## src/hdl/amgs_pkg.sv

```systemverilog
// Shared types and constants for the adjacency matrix graph store.
package amgs_pkg;

   localparam int VERT_W = 3;              // vertex number width
   localparam int CNT_W  = 7;              // edge count width
   localparam int ACT_W  = 3;              // command code width
   localparam logic [CNT_W-1:0] MAX_EDGES = 7'd64;

   typedef enum logic [ACT_W-1:0] {
      ACT_ADD      = 3'd0,
      ACT_TEST     = 3'd1,
      ACT_LIST_OUT = 3'd2,
      ACT_LIST_IN  = 3'd3,
      ACT_LIST_ALL = 3'd4,
      ACT_CLEAR    = 3'd5
   } action_type;

   typedef enum logic [2:0] {
      ST_IDLE,
      ST_EXEC,
      ST_MIRROR,
      ST_SCAN,
      ST_RESP
   } state_type;

   // one access to the bit matrix
   typedef struct packed {
      logic              set_bit;
      logic              count;
      logic              clear_all;
      logic [VERT_W-1:0] row;
      logic [VERT_W-1:0] col;
   } mat_ctrl_type;

endpackage

```

## src/hdl/amgs_matrix.sv

```systemverilog
// Edge bit matrix with single-bit probe/set port and edge counter.
module amgs_matrix #(
   parameter int VERTICES = 8
) (
   input  logic                       clock,
   input  logic                       reset,
   input  amgs_pkg::mat_ctrl_type     ctrl,
   output logic                       hit,
   output logic [amgs_pkg::CNT_W-1:0] edge_count
);
   import amgs_pkg::*;

   localparam int IW = $clog2(VERTICES);

   logic [VERTICES-1:0] rows_ff [VERTICES];
   logic [CNT_W-1:0]    count_ff;
   logic                in_range;
   logic [IW-1:0]       row_idx;
   logic [IW-1:0]       col_idx;

   assign in_range   = (int'(ctrl.row) < VERTICES) && (int'(ctrl.col) < VERTICES);
   assign row_idx    = ctrl.row[IW-1:0];
   assign col_idx    = ctrl.col[IW-1:0];
   assign hit        = in_range && rows_ff[row_idx][col_idx];
   assign edge_count = count_ff;

   always_ff @(posedge clock) begin
      if (reset || ctrl.clear_all) begin
         for (int i = 0; i < VERTICES; i++) begin
            rows_ff[i] <= '0;
         end
         count_ff <= '0;
      end else if (ctrl.set_bit && in_range) begin
         rows_ff[row_idx][col_idx] <= 1'b1;
         // only a new, counted bit bumps the total
         if (ctrl.count && !rows_ff[row_idx][col_idx] && count_ff < MAX_EDGES) begin
            count_ff <= count_ff + CNT_W'(1);
         end
      end
   end

endmodule

```

## src/hdl/adjacency_matrix_graph_store.sv

```systemverilog
// Adjacency matrix graph store: command sequencer around a one-bit-per-cycle matrix probe.
//
//   channel  | direction | handshake          | word
//   req_     | in        | valid / stall      | action, from_vertex, to_vertex
//   rsp_     | out       | valid / stall      | edge_from, edge_to, present, edge_total, last
//   csr_     | in        | valid / ready      | directed
//
// The matrix probe looks at one bit per cycle unless a stalled response word holds the
// scan, which sets the listing length. Reset (synchronous) empties the matrix, zeroes
// the count and selects undirected mode. req_stall stays high from acceptance until
// the last response word is in the output register; a stalled response word holds its
// payload.
module adjacency_matrix_graph_store #(
   parameter int VERTICES = 8
) (
   input  logic                        clock,
   input  logic                        reset,
   // command channel
   input  logic                        req_valid,
   output logic                        req_stall,
   input  logic [amgs_pkg::ACT_W-1:0]  req_action,
   input  logic [amgs_pkg::VERT_W-1:0] req_from_vertex,
   input  logic [amgs_pkg::VERT_W-1:0] req_to_vertex,
   // response channel
   output logic                        rsp_valid,
   input  logic                        rsp_stall,
   output logic [amgs_pkg::VERT_W-1:0] rsp_edge_from,
   output logic [amgs_pkg::VERT_W-1:0] rsp_edge_to,
   output logic                        rsp_present,
   output logic [amgs_pkg::CNT_W-1:0]  rsp_edge_total,
   output logic                        rsp_last,
   // register write
   input  logic                        csr_valid,
   output logic                        csr_ready,
   input  logic                        csr_directed
);
   import amgs_pkg::*;

   localparam int IW = $clog2(VERTICES);
   localparam logic [IW-1:0] LAST_IDX = IW'(VERTICES - 1);

   // sequencer state
   state_type         state_ff, state_in;
   action_type        act_ff, act_in;
   logic [VERT_W-1:0] u_ff, u_in;
   logic [VERT_W-1:0] v_ff, v_in;
   logic              directed_ff;

   // scan position
   logic [IW-1:0]     r_ff, r_in;
   logic [IW-1:0]     c_ff, c_in;

   // pending result word (held back one find so the last mark is known)
   logic [VERT_W-1:0] res_from_ff, res_from_in;
   logic [VERT_W-1:0] res_to_ff, res_to_in;
   logic              res_present_ff, res_present_in;

   // output register
   logic              rsp_valid_ff, rsp_valid_in;
   logic [VERT_W-1:0] rsp_from_ff;
   logic [VERT_W-1:0] rsp_to_ff;
   logic              rsp_present_ff;
   logic [CNT_W-1:0]  rsp_total_ff;
   logic              rsp_last_ff;

   mat_ctrl_type      mat_ctrl;
   logic              hit;
   logic [CNT_W-1:0]  edge_count;

   logic              u_ok, v_ok;
   logic              out_free;
   logic              scan_end;
   logic              need_out;
   logic              scan_hold;
   logic              emit;
   logic              emit_last;

   amgs_matrix #(
      .VERTICES (VERTICES)
   ) u_matrix (
      .clock      (clock),
      .reset      (reset),
      .ctrl       (mat_ctrl),
      .hit        (hit),
      .edge_count (edge_count)
   );

   assign u_ok      = int'(u_ff) < VERTICES;
   assign v_ok      = int'(v_ff) < VERTICES;
   assign out_free  = !rsp_valid_ff || !rsp_stall;
   // a find while another is pending pushes the pending one out
   assign need_out  = hit && res_present_ff;
   assign scan_hold = need_out && !out_free;

   always_comb begin
      unique case (act_ff)
         ACT_LIST_OUT: scan_end = (c_ff == LAST_IDX);
         ACT_LIST_IN:  scan_end = (r_ff == LAST_IDX);
         default:      scan_end = (c_ff == LAST_IDX) && (r_ff == LAST_IDX);
      endcase
   end

   // next state
   always_comb begin
      state_in = state_ff;
      unique case (state_ff)
         ST_IDLE: begin
            if (req_valid) begin
               state_in = ST_EXEC;
            end
         end
         ST_EXEC: begin
            unique case (act_ff)
               ACT_ADD:      state_in = (u_ok && v_ok && !directed_ff) ? ST_MIRROR : ST_RESP;
               ACT_LIST_OUT: state_in = u_ok ? ST_SCAN : ST_RESP;
               ACT_LIST_IN:  state_in = v_ok ? ST_SCAN : ST_RESP;
               ACT_LIST_ALL: state_in = ST_SCAN;
               default:      state_in = ST_RESP;
            endcase
         end
         ST_MIRROR: state_in = ST_RESP;
         ST_SCAN: begin
            if (!scan_hold && scan_end) begin
               state_in = ST_RESP;
            end
         end
         ST_RESP: begin
            if (out_free) begin
               state_in = ST_IDLE;
            end
         end
         default: state_in = ST_IDLE;
      endcase
   end

   // sequencer outputs and datapath next values
   always_comb begin
      act_in         = act_ff;
      u_in           = u_ff;
      v_in           = v_ff;
      r_in           = r_ff;
      c_in           = c_ff;
      res_from_in    = res_from_ff;
      res_to_in      = res_to_ff;
      res_present_in = res_present_ff;
      mat_ctrl       = '{set_bit: 1'b0, count: 1'b0, clear_all: 1'b0, row: u_ff, col: v_ff};
      emit           = 1'b0;
      emit_last      = 1'b0;

      unique case (state_ff)
         ST_IDLE: begin
            if (req_valid) begin
               act_in = action_type'(req_action);
               u_in   = req_from_vertex;
               v_in   = req_to_vertex;
            end
         end
         ST_EXEC: begin
            // default answer echoes the query with nothing found
            res_from_in    = u_ff;
            res_to_in      = v_ff;
            res_present_in = 1'b0;
            unique case (act_ff)
               ACT_ADD: begin
                  mat_ctrl.set_bit = u_ok && v_ok;
                  mat_ctrl.count   = 1'b1;
                  res_present_in   = u_ok && v_ok;
               end
               ACT_TEST: begin
                  res_present_in = hit;
               end
               ACT_LIST_OUT: begin
                  r_in = u_ff[IW-1:0];
                  c_in = '0;
               end
               ACT_LIST_IN: begin
                  r_in = '0;
                  c_in = v_ff[IW-1:0];
               end
               ACT_LIST_ALL: begin
                  r_in = '0;
                  c_in = '0;
               end
               ACT_CLEAR: begin
                  mat_ctrl.clear_all = 1'b1;
               end
               default: begin
               end
            endcase
         end
         ST_MIRROR: begin
            // mirror bit of an undirected add, never counted
            mat_ctrl.set_bit = 1'b1;
            mat_ctrl.row     = v_ff;
            mat_ctrl.col     = u_ff;
         end
         ST_SCAN: begin
            mat_ctrl.row = VERT_W'(r_ff);
            mat_ctrl.col = VERT_W'(c_ff);
            if (!scan_hold) begin
               emit = need_out;
               if (hit) begin
                  res_from_in    = VERT_W'(r_ff);
                  res_to_in      = VERT_W'(c_ff);
                  res_present_in = 1'b1;
               end
               if (!scan_end) begin
                  unique case (act_ff)
                     ACT_LIST_OUT: c_in = c_ff + IW'(1);
                     ACT_LIST_IN:  r_in = r_ff + IW'(1);
                     default: begin
                        if (c_ff == LAST_IDX) begin
                           c_in = '0;
                           r_in = r_ff + IW'(1);
                        end else begin
                           c_in = c_ff + IW'(1);
                        end
                     end
                  endcase
               end
            end
         end
         ST_RESP: begin
            emit      = out_free;
            emit_last = 1'b1;
         end
         default: begin
         end
      endcase
   end

   assign rsp_valid_in = emit || (rsp_valid_ff && rsp_stall);

   always_ff @(posedge clock) begin
      if (reset) begin
         state_ff     <= ST_IDLE;
         directed_ff  <= 1'b0;
         rsp_valid_ff <= 1'b0;
      end else begin
         state_ff     <= state_in;
         rsp_valid_ff <= rsp_valid_in;
         if (csr_valid && csr_ready) begin
            directed_ff <= csr_directed;
         end
      end
   end

   always_ff @(posedge clock) begin
      act_ff         <= act_in;
      u_ff           <= u_in;
      v_ff           <= v_in;
      r_ff           <= r_in;
      c_ff           <= c_in;
      res_from_ff    <= res_from_in;
      res_to_ff      <= res_to_in;
      res_present_ff <= res_present_in;
      if (emit) begin
         rsp_from_ff    <= res_from_ff;
         rsp_to_ff      <= res_to_ff;
         rsp_present_ff <= res_present_ff;
         rsp_total_ff   <= edge_count;
         rsp_last_ff    <= emit_last;
      end
   end

   assign req_stall      = (state_ff != ST_IDLE);
   assign csr_ready      = (state_ff == ST_IDLE);
   assign rsp_valid      = rsp_valid_ff;
   assign rsp_edge_from  = rsp_from_ff;
   assign rsp_edge_to    = rsp_to_ff;
   assign rsp_present    = rsp_present_ff;
   assign rsp_edge_total = rsp_total_ff;
   assign rsp_last       = rsp_last_ff;

endmodule

```

## config.mk

```make
export PLATFORM = sky130hd
export DESIGN_NAME = adjacency_matrix_graph_store
export DESIGN_NICKNAME = d
export VERILOG_FILES = /design/src/hdl/amgs_pkg.sv /design/src/hdl/amgs_matrix.sv /design/src/hdl/adjacency_matrix_graph_store.sv
export SDC_FILE = /design/constraint.sdc
export NUM_CORES = 1
export LEC_CHECK = 0
export BUFFER_PORTS_ARGS = -buffer_cell sky130_fd_sc_hd__buf_2
export CORE_ASPECT_RATIO = 0.8
export CORE_UTILIZATION = 40
export CTS_CLUSTER_DIAMETER = 30
export DETAILED_ROUTE_END_ITERATION = 12
export PLACE_DENSITY_LB_ADDON = 0.15
export SKIP_CTS_REPAIR_TIMING = 1
export SLEW_MARGIN = 10
export SYNTH_ARGS = -nofsm -noshare
export SYNTH_HDL_FRONTEND = slang
export SYNTH_HIERARCHICAL = 1
export SYNTH_SLANG_ARGS = --single-unit
```

## constraint.sdc

```tcl
create_clock -name clock -period 4 [get_ports clock]
set_input_delay 0.4 -clock clock [delete_from_list [all_inputs] [get_ports clock]]
set_output_delay 0.4 -clock clock [all_outputs]
set_load 0.05 [all_outputs]
```

==> flow_summary.json <==
{
  "n_antenna_cell": 0,
  "grt_util_met1_pct": 31.84,
  "max_freq_ghz": 0.2712,
  "min_path_type": "in -> reg",
  "synth_area_leaders": "dfxtp_1 30%, edfxtp_1 22%, nand2_1 6.9%",
  "clockRootBuffer": "clkbuf_16",
  "numCtsBuffers": 17,
  "grt_pass1_wl_um": 20960,
  "end_kind": "register",
  "core_sq_um": 12210,
  "ys_types": 60,
  "place_area_sq_um": 5416,
  "num_rows": 36,
  "r2r_end": "rsp_last$_DFFE_PP_",
  "finalHoldViolCount": 0,
  "dr.pass1.iters": 5,
  "drt_wl_total_um": 12930,
  "arrival_ps": 3790,
  "cp.required_ps": 4100,
  "clock-sinks": 113,
  "cts_tree": "built",
  "synth_top_area_share_pct": 30.21,
  "ys_seq_area_share_pct": 52.27,
  "min_to": "act_ff[1]$_DFFE_PP_",
  "num-fill-cells": 1108,
  "antenna_left": 0,
  "start_util_pct": 41.26,
  "grtUsageMet2_pct": 30.43,
  "grt.total_usage_pct": 21.58,
  "max_slew_margin_pct": 27.67,
  "grt_util_met3_pct": 4.503,
  "io_buffers": 32,
  "grt.busiest_layer": "met1",
  "io_pins": 33,
  "multiInputGateArea_sq_um": 2228,
  "worst_slew_pin_slew_ps": 1074,
  "hp-start": "req_action[1]",
  "grt_pass1_vias": 3846,
  "rsz0062_at_grt": "no",
  "setup_violations": 0,
  "cp-start-kind": "register",
  "largest_register_ffs": 64,
  "drive_gt1_share_pct": 18.73,
  "r2r-start": "state_ff[0]$_SDFFE_PP0P_",
  "min_period_over_period_pct": 92.19,
  "r2r_cells": 12,
  "r2r_slack_ps": 310,
  "ys.flop_type": "dfxtp_1",
  "grt-ovfl-total": 0,
  "drt-initial-drc-count": 445,
  "setup_tns_ps": 0,
  "die_h_um": 102.4,
  "grt_max_degree": 33,
  "yosysTopAreaCell": "dfxtp_1",
  "ir_drop_v": 0.0003456,
  "register_area_sq_um": 2633,
  "clkLatencyLatePin_ps": 410,
  "ys_ff_latch": 113,
  "top_register": "u_matrix/rows_ff",
  "hpwl_um": 9043,
  "ys_async_sr_fraction_pct": 0,
  "hold_depth": 1,
  "htreeDepth": 4,
  "outcome": "complete, no violations",
  "syn_avg_cell_area_sq_um": 10.09,
  "synthesis.nets": 519,
  "crit_type": "reg -> reg",
  "viasPerCell": 5.556,
  "area_delta_synth_final_pct": 19.65,
  "synth_area_sq_um": 5036,
  "drv_slew": 0,
  "yosysWarnings": 6,
  "synth_edf_count": 37,
  "critPathMaxFanout": 17,
  "drv_cap": 0,
  "path_clk_slew_ps": 60,
  "final_nets": 557,
  "p_leak_nw": 2.271,
  "power.density_nw_per_um2": 557.6,
  "drc": 0,
  "cts_buffer_depth": 2,
  "antenna_found_initial": 0,
  "min_period_ps": 3688,
  "clock-skew-final_ps": 8.604,
  "dieWidth_um": 127.5,
  "final_cell_area_sq_um": 6026,
  "synthCells": 499,
  "gp_congestion": 0.8774,
  "die-area_sq_um": 13050,
  "vias": 4006,
  "wire_per_inst_um": 17.93
}
==> stage by stage <==
| stage | util (%) | setup slack [ps] | std cells | hold slack [ps] | power [mW] |
|---|---|---|---|---|---|
| 3_3_place_gp | 44.37 | 491.2 | 689 | 401.4 | 1.819 |
| 5_1_grt | 49.36 | 87.58 | 721 | 154.5 | 3.478 |
| 4_1_cts | 49.36 | 323.2 | 721 | 145.0 | 3.382 |
| 2_1_floorplan | - | 50.56 | 499 | 400.3 | 1.670 |
| 6_report | 49.36 | 312.2 | 721 | 163.9 | 3.360 |
| 3_5_place_dp | 44.37 | 363.6 | 689 | 405.6 | 1.824 |
==> routing by layer <==
layer / routed length, um / vias up
met5: 0 / -
met4: 109 / 0
met3: 567 / 9
met2: 5393 / 126
met1: 6860 / 1955
li1: - / 1916
==> area by class of cell <==
cell class                 instances  area share, %
sequential                       113          43.69
tap                              171          3.551
inverter                           7         0.4360
clock buffer                      18          7.122
timing repair buffer              51          5.233
multi-input combinational        347          36.98
clock inverter                    14          2.990
==> where the power goes <==
group / internal (mW) / switching (mW)
sequential: 1.25 / 0.0386
clock: 0.989 / 0.565
combinational: 0.158 / 0.357
==> cell usage after synthesis, types with 4 or more instances <==
cell      instances
a211oi_1          5
a21oi_1           9
a221oi_1          4
a22o_1           25
and2_1            6
buf_2            11
clkbuf_1         15
dfxtp_1          76
edfxtp_1         37
ha_1              5
inv_1             7
mux2i_1          18
nand2_1          92
nand3_1          15
nand3b_1          7
nor2_1           19
nor2b_1           6
nor3_1            9
nor4_1            5
o21a_1            4
o21ai_0          58
or3_1             4
==> cell usage in the layout, fill, tap and decap left out, types with 3 or more instances in the layout <==
cell / netlist / final
a211oi_1: 5 / 5
buf_2: 11 / 32
bufinv_16: 0 / 3
clkbuf_16: 0 / 17
o21ai_2: 0 / 3
nand4_1: 3 / 3
ha_1: 5 / 5
nand2b_1: 3 / 3
or3_1: 4 / 4
nand3b_1: 7 / 7
o211ai_1: 3 / 3
nor2_1: 19 / 18
and3_1: 3 / 3
inv_1: 7 / 7
nor3_1: 9 / 9
a221oi_1: 4 / 4
mux2i_1: 18 / 18
nor2b_1: 6 / 6
nand2_1: 92 / 92
a21oi_1: 9 / 9
inv_6: 0 / 4
buf_4: 3 / 18
nor4_1: 5 / 5
o21ai_0: 58 / 54
clkinv_4: 0 / 5
mux4_2: 3 / 3
nand3_1: 15 / 15
o21a_1: 4 / 4
dfxtp_1: 76 / 76
edfxtp_1: 37 / 37
a22o_1: 25 / 25
and2_1: 6 / 6
==> critical path, stage by stage (launching register included) <==
cell,delay [ps]
dfxtp_1,490
mux2i_1,140
o21ai_2,660
buf_4,330
mux2i_1,110
o31ai_1,240
a21oi_1,70
a2111oi_1,570
nor2_1,90
nand2_1,160
a31oi_1,130
a21oi_1,150
buf_4,240
==> how the worst max path moves through the flow <==
stage	slack, ps	depth (start not counted)	to	start
after CTS	320	12	rsp_edge_total[5]$_DFFE_PP_	state_ff[0]$_SDFFE_PP0P_
after global placement	490	12	r_ff[1]$_DFFE_PP_	state_ff[0]$_SDFFE_PP0P_
final	310	12	rsp_last$_DFFE_PP_	state_ff[0]$_SDFFE_PP0P_
after floorplan	50	14	rsp_edge_from[0]$_DFFE_PP_	state_ff[2]$_SDFFE_PP0P_
after global routing	90	12	rsp_last$_DFFE_PP_	state_ff[0]$_SDFFE_PP0P_
after detailed placement	360	12	rsp_edge_total[6]$_DFFE_PP_	state_ff[0]$_SDFFE_PP0P_
==> logic make-up after synthesis <==
kind of cell               count (synthesis)  synth area share [%]
and+or+nand+nor                          185                 18.16
AOI/OAI and AO/OA                        129                 17.29
DFF                                      113                 52.27
buffers and inverters                     39                 3.851
muxes                                     27                 7.006
adders and majority gates                  5                 1.242
xor gates and xnor gates                   1                0.1739
Power figures use the tool's default switching activity.
